<file path="config.mk">
export PLATFORM = sky130hd
export DESIGN_NAME = source_token_lexer_unit
export DESIGN_NICKNAME = d
export VERILOG_FILES = /design/src/design/stl_pkg.sv /design/src/design/stl_lex_stage.sv /design/src/design/stl_token_fifo.sv /design/src/design/source_token_lexer_unit.sv
export SDC_FILE = /design/constraint.sdc
export NUM_CORES = 1
export LEC_CHECK = 0
export ABC_AREA = 1
export BUFFER_PORTS_ARGS = -buffer_cell sky130_fd_sc_hd__buf_2
export CAP_MARGIN = 25
export CORE_ASPECT_RATIO = 1.1
export CORE_UTILIZATION = 25
export DETAILED_ROUTE_END_ITERATION = 10
export GPL_TIMING_DRIVEN = 0
export HOLD_SLACK_MARGIN = 0.15
export SYNTH_ARGS = -nofsm -noshare
export SYNTH_HDL_FRONTEND = slang
export SYNTH_SLANG_ARGS = --single-unit
</file>
<file path="constraint.sdc">
create_clock -name i_clk -period 7.3 [get_ports i_clk]
set_input_delay 0.73 -clock i_clk [delete_from_list [all_inputs] [get_ports i_clk]]
set_output_delay 0.73 -clock i_clk [all_outputs]
set_load 0.005 [all_outputs]
</file>
<file path="src/design/stl_pkg.sv">
// ============================================================================
// stl_pkg
// Shared types, token and mode codes, keyword tables and byte classifiers
// for the source token lexer.
// ============================================================================
`default_nettype none

package stl_pkg;

    localparam int OFFSET_BITS_DEF = 24;
    localparam int TOK_W           = 24;
    localparam logic [TOK_W-1:0] TOK_MAX = '1;

    localparam int FIFO_DEPTH = 4;
    localparam int FIFO_PTR_W = $clog2(FIFO_DEPTH);
    localparam int FIFO_CNT_W = $clog2(FIFO_DEPTH + 1);

    localparam int KW_SLOTS = 8;
    localparam logic [KW_SLOTS-1:0] KW_ALL = '1;

    // byte codes
    localparam logic [7:0] CH_NUL    = 8'h00;
    localparam logic [7:0] CH_TAB    = 8'h09;
    localparam logic [7:0] CH_NL     = 8'h0A;
    localparam logic [7:0] CH_SPACE  = 8'h20;
    localparam logic [7:0] CH_DQUOTE = 8'h22;
    localparam logic [7:0] CH_SQUOTE = 8'h27;
    localparam logic [7:0] CH_SLASH  = 8'h2F;

    typedef enum logic [4:0] {
        K_COMMA   = 5'd0,
        K_DOT     = 5'd1,
        K_EQUAL   = 5'd2,
        K_GT      = 5'd3,
        K_LT      = 5'd4,
        K_LBRACE  = 5'd5,
        K_RBRACE  = 5'd6,
        K_LBRACK  = 5'd7,
        K_RBRACK  = 5'd8,
        K_LPAREN  = 5'd9,
        K_RPAREN  = 5'd10,
        K_AMP     = 5'd11,
        K_BAR     = 5'd12,
        K_MINUS   = 5'd13,
        K_BANG    = 5'd14,
        K_PLUS    = 5'd15,
        K_SEMI    = 5'd16,
        K_STAR    = 5'd17,
        K_SLASH   = 5'd18,
        K_NUMBER  = 5'd19,
        K_CHAR    = 5'd20,
        K_STRING  = 5'd21,
        K_KEYWORD = 5'd22,
        K_IDENT   = 5'd23,
        K_ERROR   = 5'd24,
        K_END     = 5'd25
    } t_kind;

    typedef enum logic [3:0] {
        M_IDLE    = 4'd0,
        M_SLASH   = 4'd1,
        M_COMMENT = 4'd2,
        M_NUMBER  = 4'd3,
        M_IDENT   = 4'd4,
        M_CHAR1   = 4'd5,
        M_CHAR2   = 4'd6,
        M_STRING  = 4'd7,
        M_ERROR   = 4'd8
    } t_mode;

    typedef struct packed {
        t_kind            kind;
        logic [TOK_W-1:0] start;
        logic [TOK_W-1:0] length;
        logic [2:0]       kw;
        logic [7:0]       ch;
        logic             last;
    } t_token;

    // zero, one or two tokens produced by one byte
    typedef struct packed {
        logic [1:0] n;
        t_token     tok0;
        t_token     tok1;
    } t_step;

    typedef struct packed {
        logic  hit;
        t_kind kind;
    } t_punct;

    typedef struct packed {
        logic       hit;
        logic [2:0] idx;
    } t_kwsel;

    // func, if, else, return, struct, while, sizeof, new
    localparam logic [7:0] KW_TEXT [KW_SLOTS][KW_SLOTS] = '{
        '{"f", "u", "n", "c", CH_NUL, CH_NUL, CH_NUL, CH_NUL},
        '{"i", "f", CH_NUL, CH_NUL, CH_NUL, CH_NUL, CH_NUL, CH_NUL},
        '{"e", "l", "s", "e", CH_NUL, CH_NUL, CH_NUL, CH_NUL},
        '{"r", "e", "t", "u", "r", "n", CH_NUL, CH_NUL},
        '{"s", "t", "r", "u", "c", "t", CH_NUL, CH_NUL},
        '{"w", "h", "i", "l", "e", CH_NUL, CH_NUL, CH_NUL},
        '{"s", "i", "z", "e", "o", "f", CH_NUL, CH_NUL},
        '{"n", "e", "w", CH_NUL, CH_NUL, CH_NUL, CH_NUL, CH_NUL}
    };
    localparam logic [2:0] KW_LEN [KW_SLOTS] = '{
        3'd4, 3'd2, 3'd4, 3'd6, 3'd6, 3'd5, 3'd6, 3'd3
    };

    function automatic logic is_digit(input logic [7:0] c);
        return (c >= "0") && (c <= "9");
    endfunction

    function automatic logic is_letter(input logic [7:0] c);
        return ((c >= "A") && (c <= "Z")) || ((c >= "a") && (c <= "z"));
    endfunction

    function automatic logic is_blank(input logic [7:0] c);
        return (c == CH_SPACE) || (c == CH_TAB) || (c == CH_NL);
    endfunction

    function automatic t_punct punct_code(input logic [7:0] c);
        t_punct p;
        p.hit  = 1'b1;
        p.kind = K_COMMA;
        case (c)
            ",": p.kind = K_COMMA;
            ".": p.kind = K_DOT;
            "=": p.kind = K_EQUAL;
            ">": p.kind = K_GT;
            "<": p.kind = K_LT;
            "{": p.kind = K_LBRACE;
            "}": p.kind = K_RBRACE;
            "[": p.kind = K_LBRACK;
            "]": p.kind = K_RBRACK;
            "(": p.kind = K_LPAREN;
            ")": p.kind = K_RPAREN;
            "&": p.kind = K_AMP;
            "|": p.kind = K_BAR;
            "-": p.kind = K_MINUS;
            "!": p.kind = K_BANG;
            "+": p.kind = K_PLUS;
            ";": p.kind = K_SEMI;
            "*": p.kind = K_STAR;
            default: p.hit = 1'b0;
        endcase
        return p;
    endfunction

    // keep the keywords whose character at idx matches c
    function automatic logic [KW_SLOTS-1:0] kw_narrow(input logic [KW_SLOTS-1:0] cand,
                                                      input logic [2:0] idx,
                                                      input logic idx_ok,
                                                      input logic [7:0] c);
        logic [KW_SLOTS-1:0] keep;
        for (int k = 0; k < KW_SLOTS; k++) begin
            keep[k] = cand[k] && idx_ok && (idx < KW_LEN[k]) && (KW_TEXT[k][idx] == c);
        end
        return keep;
    endfunction

    // lowest surviving keyword whose length equals the word length
    function automatic t_kwsel kw_pick(input logic [KW_SLOTS-1:0] cand,
                                       input logic [2:0] len,
                                       input logic len_ok);
        t_kwsel sel;
        sel.hit = 1'b0;
        sel.idx = 3'd0;
        for (int k = KW_SLOTS - 1; k >= 0; k--) begin
            if (cand[k] && len_ok && (len == KW_LEN[k])) begin
                sel.hit = 1'b1;
                sel.idx = 3'(k);
            end
        end
        return sel;
    endfunction

    function automatic t_token mk_token(input t_kind kind,
                                        input logic [TOK_W-1:0] start,
                                        input logic [TOK_W-1:0] length,
                                        input logic [2:0] kw,
                                        input logic [7:0] ch);
        t_token t;
        t.kind   = kind;
        t.start  = start;
        t.length = length;
        t.kw     = kw;
        t.ch     = ch;
        t.last   = 1'b0;
        return t;
    endfunction

endpackage

`default_nettype wire

</file>
<file path="src/design/stl_lex_stage.sv">
// ============================================================================
// stl_lex_stage
// Lexer state registers and the per-byte step: next mode, offsets, keyword
// mask, and up to two tokens for the result queue.
// ============================================================================
`default_nettype none

module stl_lex_stage
    import stl_pkg::*;
#(
    parameter int OFFSET_BITS = OFFSET_BITS_DEF
) (
    input  wire logic       i_clk,
    input  wire logic       i_rst_n,
    input  wire logic       i_fire,
    input  wire logic [7:0] i_byte,
    input  wire logic       i_end,
    output t_step           o_step
);

    localparam int WW = (OFFSET_BITS > TOK_W) ? OFFSET_BITS : TOK_W;

    t_mode                   r_mode, n_mode;
    logic [OFFSET_BITS-1:0]  r_pos, n_pos;
    logic [OFFSET_BITS-1:0]  r_pstart, n_pstart;
    logic [OFFSET_BITS-1:0]  r_plen, n_plen;
    logic [KW_SLOTS-1:0]     r_kcand, n_kcand;
    logic [7:0]              r_held, n_held;

    logic                    end_in;
    logic [OFFSET_BITS-1:0]  pos_p1;
    logic [OFFSET_BITS-1:0]  plen_grow;
    logic                    idx_ok;
    logic [WW-1:0]           pos_w, pstart_w, plen_w;
    logic [TOK_W-1:0]        pos_t, pstart_t, plen_t;
    logic                    alnum;

    // start-of-token decode, used from idle and after a token ends
    t_punct                  punct;
    logic                    st_emit;
    t_token                  st_tok;
    t_mode                   st_mode;
    logic [OFFSET_BITS-1:0]  st_start, st_len;
    logic [KW_SLOTS-1:0]     st_kcand;

    logic                    take_start;
    t_kwsel                  kw_sel;
    t_token                  word_tok;
    logic                    a_v, b_v;
    t_token                  a_tok, b_tok;

    assign end_in    = i_end || (i_byte == CH_NUL);
    assign pos_p1    = r_pos + OFFSET_BITS'(1);
    assign plen_grow = (r_plen == '1) ? r_plen : r_plen + OFFSET_BITS'(1);
    assign idx_ok    = r_plen < OFFSET_BITS'(KW_SLOTS);
    assign alnum     = is_letter(i_byte) || is_digit(i_byte);

    assign pos_w    = WW'(r_pos);
    assign pstart_w = WW'(r_pstart);
    assign plen_w   = WW'(r_plen);
    assign pos_t    = pos_w[TOK_W-1:0];
    assign pstart_t = pstart_w[TOK_W-1:0];
    assign plen_t   = (plen_w > WW'(TOK_MAX)) ? TOK_MAX : plen_w[TOK_W-1:0];

    always_comb begin
        punct    = punct_code(i_byte);
        st_emit  = 1'b0;
        st_tok   = mk_token(K_ERROR, pos_t, '0, '0, '0);
        st_mode  = M_IDLE;
        st_start = r_pstart;
        st_len   = r_plen;
        st_kcand = r_kcand;
        if (!is_blank(i_byte)) begin
            if (punct.hit) begin
                st_emit = 1'b1;
                st_tok  = mk_token(punct.kind, pos_t, TOK_W'(1), '0, '0);
            end else if (i_byte == CH_SLASH) begin
                st_start = r_pos;
                st_mode  = M_SLASH;
            end else if (is_digit(i_byte)) begin
                st_start = r_pos;
                st_len   = OFFSET_BITS'(1);
                st_mode  = M_NUMBER;
            end else if (is_letter(i_byte)) begin
                st_start = r_pos;
                st_len   = OFFSET_BITS'(1);
                st_kcand = kw_narrow(KW_ALL, 3'd0, 1'b1, i_byte);
                st_mode  = M_IDENT;
            end else if (i_byte == CH_SQUOTE) begin
                st_start = pos_p1;
                st_mode  = M_CHAR1;
            end else if (i_byte == CH_DQUOTE) begin
                st_start = pos_p1;
                st_len   = '0;
                st_mode  = M_STRING;
            end else begin
                st_emit = 1'b1;
                st_mode = M_ERROR;
            end
        end
    end

    // next state
    always_comb begin
        take_start = 1'b0;
        n_mode     = r_mode;
        n_pos      = r_pos;
        n_pstart   = r_pstart;
        n_plen     = r_plen;
        n_kcand    = r_kcand;
        n_held     = r_held;
        if (end_in) begin
            n_mode   = M_IDLE;
            n_pos    = '0;
            n_pstart = '0;
            n_plen   = '0;
            n_kcand  = KW_ALL;
            n_held   = '0;
        end else begin
            n_pos = pos_p1;
            case (r_mode)
                M_ERROR: begin
                    n_mode = M_ERROR;
                end
                M_COMMENT: begin
                    if (i_byte == CH_NL) n_mode = M_IDLE;
                end
                M_SLASH: begin
                    if (i_byte == CH_SLASH) n_mode = M_COMMENT;
                    else                    take_start = 1'b1;
                end
                M_NUMBER: begin
                    if (is_digit(i_byte)) n_plen = plen_grow;
                    else                  take_start = 1'b1;
                end
                M_IDENT: begin
                    if (alnum) begin
                        n_kcand = kw_narrow(r_kcand, r_plen[2:0], idx_ok, i_byte);
                        n_plen  = plen_grow;
                    end else begin
                        take_start = 1'b1;
                    end
                end
                M_CHAR1: begin
                    if (i_byte == CH_SQUOTE) begin
                        n_mode = M_ERROR;
                    end else begin
                        n_held = i_byte;
                        n_mode = M_CHAR2;
                    end
                end
                M_CHAR2: begin
                    n_mode = (i_byte == CH_SQUOTE) ? M_IDLE : M_ERROR;
                end
                M_STRING: begin
                    if (i_byte == CH_DQUOTE) n_mode = M_IDLE;
                    else                     n_plen = plen_grow;
                end
                default: begin
                    take_start = 1'b1;
                end
            endcase
            if (take_start) begin
                n_mode   = st_mode;
                n_pstart = st_start;
                n_plen   = st_len;
                n_kcand  = st_kcand;
            end
        end
    end

    // tokens: a is the pending or closing token, b the one this byte starts
    always_comb begin
        kw_sel   = kw_pick(r_kcand, r_plen[2:0], idx_ok);
        word_tok = kw_sel.hit ? mk_token(K_KEYWORD, pstart_t, plen_t, kw_sel.idx, '0)
                              : mk_token(K_IDENT, pstart_t, plen_t, '0, '0);
        a_v   = 1'b0;
        a_tok = mk_token(K_ERROR, pos_t, '0, '0, '0);
        b_v   = 1'b0;
        b_tok = st_tok;
        if (end_in) begin
            case (r_mode)
                M_NUMBER: begin
                    a_v   = 1'b1;
                    a_tok = mk_token(K_NUMBER, pstart_t, plen_t, '0, '0);
                end
                M_IDENT: begin
                    a_v   = 1'b1;
                    a_tok = word_tok;
                end
                M_SLASH: begin
                    a_v   = 1'b1;
                    a_tok = mk_token(K_SLASH, pstart_t, TOK_W'(1), '0, '0);
                end
                M_CHAR1, M_CHAR2, M_STRING: begin
                    a_v = 1'b1;
                end
                default: begin
                end
            endcase
            b_v   = 1'b1;
            b_tok = mk_token(K_END, pos_t, '0, '0, '0);
        end else begin
            case (r_mode)
                M_IDLE: begin
                    b_v = st_emit;
                end
                M_SLASH: begin
                    if (i_byte != CH_SLASH) begin
                        a_v   = 1'b1;
                        a_tok = mk_token(K_SLASH, pstart_t, TOK_W'(1), '0, '0);
                        b_v   = st_emit;
                    end
                end
                M_NUMBER: begin
                    if (!is_digit(i_byte)) begin
                        a_v   = 1'b1;
                        a_tok = mk_token(K_NUMBER, pstart_t, plen_t, '0, '0);
                        b_v   = st_emit;
                    end
                end
                M_IDENT: begin
                    if (!alnum) begin
                        a_v   = 1'b1;
                        a_tok = word_tok;
                        b_v   = st_emit;
                    end
                end
                M_CHAR1: begin
                    a_v = (i_byte == CH_SQUOTE);
                end
                M_CHAR2: begin
                    a_v = 1'b1;
                    if (i_byte == CH_SQUOTE) begin
                        a_tok = mk_token(K_CHAR, pstart_t, TOK_W'(1), '0, r_held);
                    end
                end
                M_STRING: begin
                    if (i_byte == CH_DQUOTE) begin
                        a_v   = 1'b1;
                        a_tok = mk_token(K_STRING, pstart_t, plen_t, '0, '0);
                    end
                end
                default: begin
                end
            endcase
        end

        o_step.n         = {1'b0, a_v} + {1'b0, b_v};
        o_step.tok0      = a_v ? a_tok : b_tok;
        o_step.tok0.last = !(a_v && b_v);
        o_step.tok1      = b_tok;
        o_step.tok1.last = 1'b1;
    end

    always_ff @(posedge i_clk) begin
        if (!i_rst_n) begin
            r_mode   <= M_IDLE;
            r_pos    <= '0;
            r_pstart <= '0;
            r_plen   <= '0;
            r_kcand  <= KW_ALL;
            r_held   <= '0;
        end else if (i_fire) begin
            r_mode   <= n_mode;
            r_pos    <= n_pos;
            r_pstart <= n_pstart;
            r_plen   <= n_plen;
            r_kcand  <= n_kcand;
            r_held   <= n_held;
        end
    end

endmodule

`default_nettype wire

</file>
<file path="src/design/stl_token_fifo.sv">
// ============================================================================
// stl_token_fifo
// Small result queue: takes up to two tokens per cycle, hands out one.
// ============================================================================
`default_nettype none

module stl_token_fifo
    import stl_pkg::*;
(
    input  wire logic                  i_clk,
    input  wire logic                  i_rst_n,
    input  wire t_step                 i_push,
    input  wire logic                  i_pop,
    output t_token                     o_head,
    output logic [FIFO_CNT_W-1:0]      o_count
);

    t_token                  r_mem [FIFO_DEPTH];
    logic [FIFO_PTR_W-1:0]   r_wr, n_wr;
    logic [FIFO_PTR_W-1:0]   r_rd, n_rd;
    logic [FIFO_CNT_W-1:0]   r_count, n_count;
    logic [FIFO_PTR_W-1:0]   wr_next;

    assign wr_next = r_wr + FIFO_PTR_W'(1);
    assign n_wr    = r_wr + FIFO_PTR_W'(i_push.n);
    assign n_rd    = i_pop ? r_rd + FIFO_PTR_W'(1) : r_rd;
    assign n_count = r_count + FIFO_CNT_W'(i_push.n) - FIFO_CNT_W'(i_pop);

    assign o_head  = r_mem[r_rd];
    assign o_count = r_count;

    always_ff @(posedge i_clk) begin
        if (i_push.n != 2'd0) r_mem[r_wr]    <= i_push.tok0;
        if (i_push.n == 2'd2) r_mem[wr_next] <= i_push.tok1;
    end

    always_ff @(posedge i_clk) begin
        if (!i_rst_n) begin
            r_wr    <= '0;
            r_rd    <= '0;
            r_count <= '0;
        end else begin
            r_wr    <= n_wr;
            r_rd    <= n_rd;
            r_count <= n_count;
        end
    end

endmodule

`default_nettype wire

</file>
<file path="src/design/source_token_lexer_unit.sv">
// ============================================================================
// source_token_lexer_unit
// Streaming lexer: one source byte in per transfer, tokens out per transfer.
// ============================================================================
// Input channel: i_valid / o_stall carry one source byte (or the end marker,
// i_is_end, or a zero byte) per transfer. Output channel: o_valid / i_stall
// carry one token per transfer: kind, start offset, length, keyword index,
// character value, and o_last_of_run on the final token caused by a byte.
// A byte gives zero, one or two tokens.
// A token appears at o_valid once the byte that completes it has passed
// the input register and then the lexer step writing the result queue.
// Throughput: one byte per cycle while the queue drains; a byte that gives
// two tokens needs two output transfers, which the four-entry queue absorbs.
// The lexer step fires only when the queue has two free slots, counting a
// token leaving in the same cycle.
// Reset (synchronous, active low): lexer idle, offsets zero, queue empty.
// An end marker also returns the lexer to its reset state after its tokens.
// When the receiver stalls, the queue fills, the step waits, and o_stall
// rises once the input register holds a byte it cannot yet process.
// ============================================================================
`default_nettype none

module source_token_lexer_unit
    import stl_pkg::*;
#(
    parameter int OFFSET_BITS = OFFSET_BITS_DEF
) (
    input  wire logic        i_clk,
    input  wire logic        i_rst_n,
    input  wire logic        i_valid,
    output logic             o_stall,
    input  wire logic [7:0]  i_source_byte,
    input  wire logic        i_is_end,
    output logic             o_valid,
    input  wire logic        i_stall,
    output logic [4:0]       o_token_kind,
    output logic [23:0]      o_token_start,
    output logic [23:0]      o_token_length,
    output logic [2:0]       o_keyword_index,
    output logic [7:0]       o_char_value,
    output logic             o_last_of_run
);

    // input register
    logic        r_in_valid;
    logic [7:0]  r_in_byte;
    logic        r_in_end;

    logic                  lex_fire;
    logic                  fifo_room;
    logic                  fifo_pop;
    logic [FIFO_CNT_W-1:0] fifo_count;
    t_step                 step;
    t_step                 push;
    t_token                head;

    // room for two tokens, counting the one leaving this cycle
    assign fifo_room = (fifo_count <= FIFO_CNT_W'(FIFO_DEPTH - 2)) ||
                       ((fifo_count == FIFO_CNT_W'(FIFO_DEPTH - 1)) && fifo_pop);
    assign lex_fire  = r_in_valid && fifo_room;
    assign o_stall   = r_in_valid && !lex_fire;

    always_ff @(posedge i_clk) begin
        if (!i_rst_n) begin
            r_in_valid <= 1'b0;
        end else if (!o_stall) begin
            r_in_valid <= i_valid;
        end
    end

    always_ff @(posedge i_clk) begin
        if (i_valid && !o_stall) begin
            r_in_byte <= i_source_byte;
            r_in_end  <= i_is_end;
        end
    end

    stl_lex_stage #(
        .OFFSET_BITS (OFFSET_BITS)
    ) u_lex (
        .i_clk   (i_clk),
        .i_rst_n (i_rst_n),
        .i_fire  (lex_fire),
        .i_byte  (r_in_byte),
        .i_end   (r_in_end),
        .o_step  (step)
    );

    always_comb begin
        push   = step;
        push.n = lex_fire ? step.n : 2'd0;
    end

    assign fifo_pop = o_valid && !i_stall;

    stl_token_fifo u_fifo (
        .i_clk   (i_clk),
        .i_rst_n (i_rst_n),
        .i_push  (push),
        .i_pop   (fifo_pop),
        .o_head  (head),
        .o_count (fifo_count)
    );

    assign o_valid         = (fifo_count != '0);
    assign o_token_kind    = head.kind;
    assign o_token_start   = head.start;
    assign o_token_length  = head.length;
    assign o_keyword_index = head.kw;
    assign o_char_value    = head.ch;
    assign o_last_of_run   = head.last;

`ifndef SYNTHESIS
    a_reset_empty: assert property (@(posedge i_clk) !i_rst_n |=> !o_valid)
        else $error("result queue not empty after reset");

    a_end_last: assert property (@(posedge i_clk) disable iff (!i_rst_n)
        (o_valid && (o_token_kind == K_END)) |-> o_last_of_run)
        else $error("end token not marked last of run");

    a_count_bound: assert property (@(posedge i_clk) disable iff (!i_rst_n)
        fifo_count <= FIFO_CNT_W'(FIFO_DEPTH))
        else $error("result queue overflow");

    a_hold_byte: assert property (@(posedge i_clk) disable iff (!i_rst_n)
        (r_in_valid && !lex_fire) |=> r_in_valid)
        else $error("waiting byte dropped from input register");
`endif

endmodule

`default_nettype wire
</file>
==> flow_metrics.tcl, run 1 <==
set metrics [dict create \
    relSlewSlack_pct 32.9 \
    cpLargestDelayFamily "buffers and inverters" \
    worst_pin_slew_ns 1.00 \
    clock_insertion_delay_worst_skew_ns 0.58 \
    rows 110 \
    critical_path_peak_fanout 32 \
    drive_above_1_share_pct 8.28 \
    crit_end "u_fifo.r_mem[2][17]" \
    antenna_found_initial 3 \
    synth.area.top_cells "dfxtp_1, edfxtp_1, nand2_1, o21ai_0, nor2_1" \
    cts_root_buf "clkbuf_16" \
    synth_fp_nets 2994 \
    crit_buf_inv 10 \
    grt_use_met2_pct 29.1 \
    detailed_place_hpwl_um 55000 \
    synth_top_area_share_pct 23.5 \
    htree_levels 2 \
    critPathMaxStageDelay_ns 0.82 \
    p_leak_nw 9.70 \
    die_w_um 276 \
    synth.distinct_cells 53 \
    cts_setup_buffers 0 \
    powerDensity_nw_per_um2 276 \
    drt_pre_antenna_iters 5 \
    syn2layout_area_growth_pct 15.2 \
    synth.avg_cell_area_um2 6.94 \
    fp.dieArea_um2 83600 \
    clockBufferDepth 3 \
    worst_slack_ns 1.36 \
    r2r_end "u_fifo.r_mem[2][17]" \
    hp-class "input port to flip-flop" \
    power_mw 6.54 \
    nets 3115 \
    synth-main-ff-cell "dfxtp_1" \
    drt-total-wl_um 72900 \
    status "finished clean" \
    ys_seq_elements 371 \
    post_drt_wl_per_cell_um 17.5 \
    vias_per_cell 4.85 \
    cts.sinks 371 \
    grt_max_degree 33 \
    yosys.area.top_type "dfxtp_1" \
    fin_hold_ws_ns 0.352 \
    fin_crit_sh_pct 81.3 \
    io_pins 80 \
    vias 20269 \
    maxCapViolCount 0 \
    crit_start "r_in_byte[7]" \
    setup_viol 0 \
    grt_usage_pct 17.1 \
    rsz0062_at_grt "no" \
    drt_iter0_drc 1668 \
    core_um2 81800 \
    syn_area_um2 20600 \
    ant_nets 0 \
    worstPathCellList "inv_2 > nand2_4 > nor2_1 > inv_1 > o21bai_4 > inv_2 > buf_4 > buf_2 > buf_1 > o21ai_0 > ha_1 > inv_1 > nor2_1 > nor2_1 > inv_1 > nand2_1 > nand2_2 > clkinv_1 > clkbuf_1 > nand2_1 > o21ai_0" \
    cp_slowest_cell "nand2_2" \
    required_ns 7.73 \
    cts_made_buffers 38 \
    hold_depth 1 \
    use_met1_pct 22.1 \
    critPathCaptureType "flip-flop" \
    drcViolationCount 0 \
    setup-tns-final_ns 0 \
    reg2reg_from "r_in_byte[7]" \
    gr-usage-met3_pct 2.10 \
    path_clk_slew_ns 0.06 \
    synth_edf_count 129 \
    ys_seq_area_share_pct 42.3 \
    yosysWarnings 0 \
    dieHeight_um 303 \
    final_util_pct 29.0 \
    critical_path_arrival_ns 6.36 \
    io_buffers 78 \
    ir_drop_mv 0.160 \
    cp-start-kind "flip-flop" \
    hold_buffers 0 \
    async_flop_share_pct 0 \
    final-max-slew-violation-count 0 \
    skew_ns 0.0282 \
    fmax_mhz 168 \
    reg2regPathDepth 21 \
    top_usage_layer "met2" \
    period_minus_slack_ns 5.94 \
    grt.overflow.total 0 \
    grt_pass1_vias 19098 \
    gp_congestion 0.956 \
    post_cts_resized 0 \
    worst-path-stages 21 \
    criticalPathCategory "flip-flop to flip-flop" \
    post-place-ws_ns 1.38 \
    syn-instance-count 2967 \
    ff2ff_setup_slack_ns 1.36 \
    grt_pass1_wl_um 112000 \
    cts_tree "done" \
    hold_viol 0 \
    start_util_pct 25.2 \
]
cells in the final DEF, fill, tap and decap left out, types with 12 or more instances in the layout:
cell,Yosys,routed
nand4_1,22,22
a21oi_1,120,120
nor3_1,41,41
inv_2,22,22
clkbuf_1,129,134
xor2_1,54,54
o21ai_0,338,338
o211ai_1,24,24
nand2_2,11,14
nand3_1,166,166
o22ai_1,69,69
a22oi_1,20,20
ha_1,13,13
buf_2,27,105
nand2_1,898,895
edfxtp_1,129,129
nor2_1,346,346
inv_1,182,182
dfxtp_1,242,242
buf_1,15,15
nor2_2,12,12
clkbuf_16,0,39
Yosys cell counts (all sizes together) (7+ instances only):
master	count
or2	7
xor2	54
nor2	363
nor4	7
a21oi	124
a22oi	20
dfxtp	242
buf	54
nand4	24
clkbuf	129
o22ai	70
o211ai	24
ha	13
inv	206
edfxtp	129
nand3	168
o21ai	347
nand2	913
nor3	41
through the flow:
step / area, µm² / instances
2_1_floorplan: 20600 / 2967
3_3_place_gp: 22300 / 4109
3_5_place_dp: 22400 / 4112
4_1_cts: 23700 / 4179
5_1_grt: 23700 / 4179
6_report: 23700 / 4180
layer usage:
metal  wire length [µm]  part of all wire [%]  vias to the layer above
met5                 27                 0.037                        -
met4               2310                   3.2                        4
met3               4490                   6.2                      125
met2              34700                    48                      702
met1              31400                    43                     9423
li1                   -                     -                    10015
layout make-up:
class | instances | area (µm²)
fill | 9010 | 58000
multi-input combinational | 2203 | 10300
sequential | 371 | 8720
tap | 1064 | 1330
clock buffer | 51 | 1090
inverter | 210 | 793
buffer | 183 | 785
timing repair buffer | 81 | 458
clock inverter | 16 | 236
antenna | 1 | 2.50
sequential cells by signal, summed over array words and instances (netlist names), named ones only:
signal	flops
u_lex.plen_w	24
u_lex.pos_t	24
u_fifo.r_mem	260
u_fifo.r_wr	2
u_fifo.r_rd	2
r_in_end	1
r_in_valid	1
r_in_byte	8
u_lex.r_held	8
u_lex.pstart_t	24
u_lex.r_mode	4
u_fifo.o_count	3
u_lex.r_kcand	8
logic make-up after synthesis:
group / share of synthesized area (%)
xor+xnor: 2.38
simple gates: 30.5
flops: 42.3
buf+inv: 7.66
fa+ha+maj: 0.887
compound gates: 16.2
worst min path at each step:
stage                                to           startpoint  slack, ns
floorplan           u_fifo.r_mem[1][10]  u_fifo.r_mem[1][10]       0.42
global route                   r_in_end             i_is_end       0.34
CTS                            r_in_end             i_is_end       0.33
detailed placement   u_fifo.r_mem[2][9]   u_fifo.r_mem[2][9]       0.44
finish                         r_in_end             i_is_end       0.35
global placement    u_fifo.r_mem[2][29]  u_fifo.r_mem[2][29]       0.43
where the power goes:
| group | total, mW | internal (mW) | leakage [nW] | switching [mW] |
|---|---|---|---|---|
| Clock | 2.08 | 1.20 | 0.650 | 0.879 |
| Sequential | 2.41 | 2.30 | 3.25 | 0.112 |
| Combinational | 2.05 | 0.593 | 5.79 | 1.46 |
No activity file was read; power rests on OpenSTA's default activity.
==> inputs of run 2 (changes only) <==
==> constraint.sdc (replaced) <==
create_clock -name i_clk -period 5.9 [get_ports i_clk]
set_input_delay 0.59 -clock i_clk [delete_from_list [all_inputs] [get_ports i_clk]]
set_output_delay 0.59 -clock i_clk [all_outputs]
set_load 0.005 [all_outputs]
==> run 2 against run 1 <==
Compared with the run above:
- register-to-register slack got worse by 0.69 ns
- combinational power up 24%
- non-clock buffer count down 1
- cell area is essentially flat
- cell count stayed put
- first-iteration DRC count fell by 0.90%
- maximum frequency grew 14%
- flip-flop and latch count is the same
- largest cell class unchanged
- highest routed layer unchanged
==> flow_metrics.tcl, run 2 (synthesis gave the netlist of run 1 again) <==
set metrics [dict create \
    sw_frac_of_total_pct 37.4 \
    fp.dieArea_um2 83600 \
    multiInputGateArea_um2 10300 \
    p_switching_mw 3.03 \
    hold_buffers 0 \
    dp.cells 4112 \
    die_w_um 276 \
    fmax_mhz 192 \
    worst_slack_ns 0.679 \
    vias_per_cell 4.85 \
    reg2reg_from "r_in_byte[7]" \
    gp_congestion 0.956 \
    drt-total-wl_um 72800 \
    setup-tns-final_ns 0 \
    worst_hold_startpoint "i_is_end" \
    maxCapViolCount 0 \
    drt_pre_antenna_iters 6 \
    largest_reg_flops 260 \
    critical_path_peak_fanout 14 \
    intPower_mw 5.07 \
    syn2layout_area_growth_pct 15.2 \
    cts_root_buf "clkbuf_16" \
    worst_pin_slew_ns 0.873 \
    layout_commonest_cell "nand2_1" \
    cp_common_cell "nand2_1" \
    cpLargestDelayFamily "simple AND/OR/NAND/NOR gates" \
    period_minus_slack_ns 5.22 \
    layout_common_cells "nand2_1, nor2_1, o21ai_0" \
    core_um2 81800 \
    detailed_place_hpwl_um 55000 \
    fin_area_um2 23700 \
    hp-class "input port to flip-flop" \
    criticalPathCategory "flip-flop to flip-flop" \
    power_frac_seq_pct 36.8 \
    cts_tree "done" \
    critPathCaptureType "flip-flop" \
    drcViolationCount 0 \
    required_ns 6.34 \
    r2r_end "u_fifo.r_mem[3][22]" \
    clockBufferDepth 3 \
    fin_hold_ws_ns 0.212 \
    powerDensity_nw_per_um2 341 \
    drive_above_1_share_pct 8.32 \
    cp-start-kind "flip-flop" \
    p_leak_nw 9.70 \
    antenna_found_initial 3 \
    crit_buf_inv 6 \
    nets 3114 \
    grt_pass1_vias 19096 \
    dieHeight_um 303 \
    htree_levels 2 \
    min_to "r_in_end" \
    status "finished clean" \
    post_drt_wl_per_cell_um 17.4 \
    power_frac_clock_pct 31.8 \
    clock_insertion_delay_worst_skew_ns 0.58 \
    grt_usage_pct 17.1 \
    post-place-ws_ns -0.0174 \
    start_util_pct 25.2 \
    reg2regPathDepth 24 \
    cts_made_buffers 38 \
    worstPathCellList "inv_2 > nand2_2 > nor2_4 > nand2_1 > nand2_1 > nand2_1 > nand2_1 > nand2_2 > inv_2 > nand2_2 > nor2_2 > nand2_1 > o21ai_0 > ha_1 > inv_1 > nor2_1 > nor2_1 > nor2_2 > inv_1 > nand2_2 > clkinv_1 > clkbuf_1 > nand2_1 > o21ai_0" \
    grt.overflow.total 0 \
    drt_iter0_drc 1653 \
    ir_drop_mv 0.199 \
    hold_depth 1 \
    critical_path_arrival_ns 5.66 \
    nFillCells 9008 \
    critPathMaxStageDelay_ns 0.52 \
    power_mw 8.10 \
    relSlewSlack_pct 41.8 \
    vias 20266 \
    fin_crit_sh_pct 88.5 \
    rows 110 \
    cts.sinks 371 \
    hold_viol 0 \
    ant_nets 0 \
    setup_viol 0 \
    final-instance-count-excl-fill 4180 \
    final_util_pct 29.0 \
    place_area_um2 22400 \
    ff2ff_setup_slack_ns 0.68 \
    final-max-slew-violation-count 0 \
    skew_ns 0.0289 \
    cp_slowest_cell "edfxtp_1" \
    grt_pass1_wl_um 112000 \
    comb_power_share_pct 31.4 \
    io_pins 80 \
    rsz0062_at_grt "no" \
    path_clk_slew_ns 0.06 \
    grt_max_degree 33 \
    io_buffers 78 \
    regArea_um2 8720 \
    largest_register "u_fifo.r_mem" \
]
run 2: area by class of cell:
type / count / area share [%]
Multi-Input combinational cell: 2203 / 43.5
Antenna cell: 2 / 0.0211
Clock inverter: 16 / 0.996
Tap cell: 1064 / 5.61
Clock buffer: 51 / 4.60
Inverter: 210 / 3.34
Sequential cell: 371 / 36.7
Buffer: 182 / 3.29
Timing Repair Buffer: 81 / 1.93
run 2: worst register-to-register path: cells and delay by family (launching register included):
kind,cells,cell delay (ns)
AND/OR/NAND/NOR,15,2.39
AO/OA/AOI/OAI,2,0.37
adder cells (fa/ha/maj),1,0.37
buffers and inverters,6,1.45
flip-flops,1,0.52
run 2: metal layers:
| layer | up-vias | wire length (µm) | GRT usage, % |
|---|---|---|---|
| met1 | 9446 | 31200 | 22.1 |
| met4 | 4 | 2340 | 6.21 |
| li1 | 10023 | - | - |
| met3 | 119 | 4490 | 2.10 |
| met5 | - | 27 | 0 |
| met2 | 674 | 34800 | 29.1 |
run 2: how the worst max path moves through the flow:
| stage | depth (start not counted) | start | end | slack (ns) |
|---|---|---|---|---|
| after floorplan | 21 | r_in_byte[7] | u_fifo.r_mem[3][11] | 1.68 |
| after global placement | 21 | r_in_byte[7] | u_fifo.r_mem[3][16] | -0.88 |
| after detailed placement | 21 | r_in_byte[7] | u_fifo.r_mem[2][14] | -0.02 |
| after CTS | 20 | r_in_byte[7] | u_fifo.r_mem[1][45] | 0.29 |
| after global routing | 20 | r_in_byte[7] | u_fifo.r_mem[3][8] | 0.30 |
| final | 24 | r_in_byte[7] | u_fifo.r_mem[3][22] | 0.68 |
run 2: what timing repair did:
| item | CTS | global route |
|---|---|---|
| setup endpoints to repair | 7 | 58 |
| resized for setup | 1 | 1 |
| setup buffers | 0 | 0 |
run 2: power groups by stage:
stage          sequential, mW  combinational [mW]  clock (mW)
6_report                 2.98                2.54        2.58
5_1_grt                  3.00                2.81        2.69
4_1_cts                  2.98                2.53        2.61
3_5_place_dp             3.03                2.51           0
3_3_place_gp             3.03                2.49           0
2_1_floorplan            2.99                1.56           0
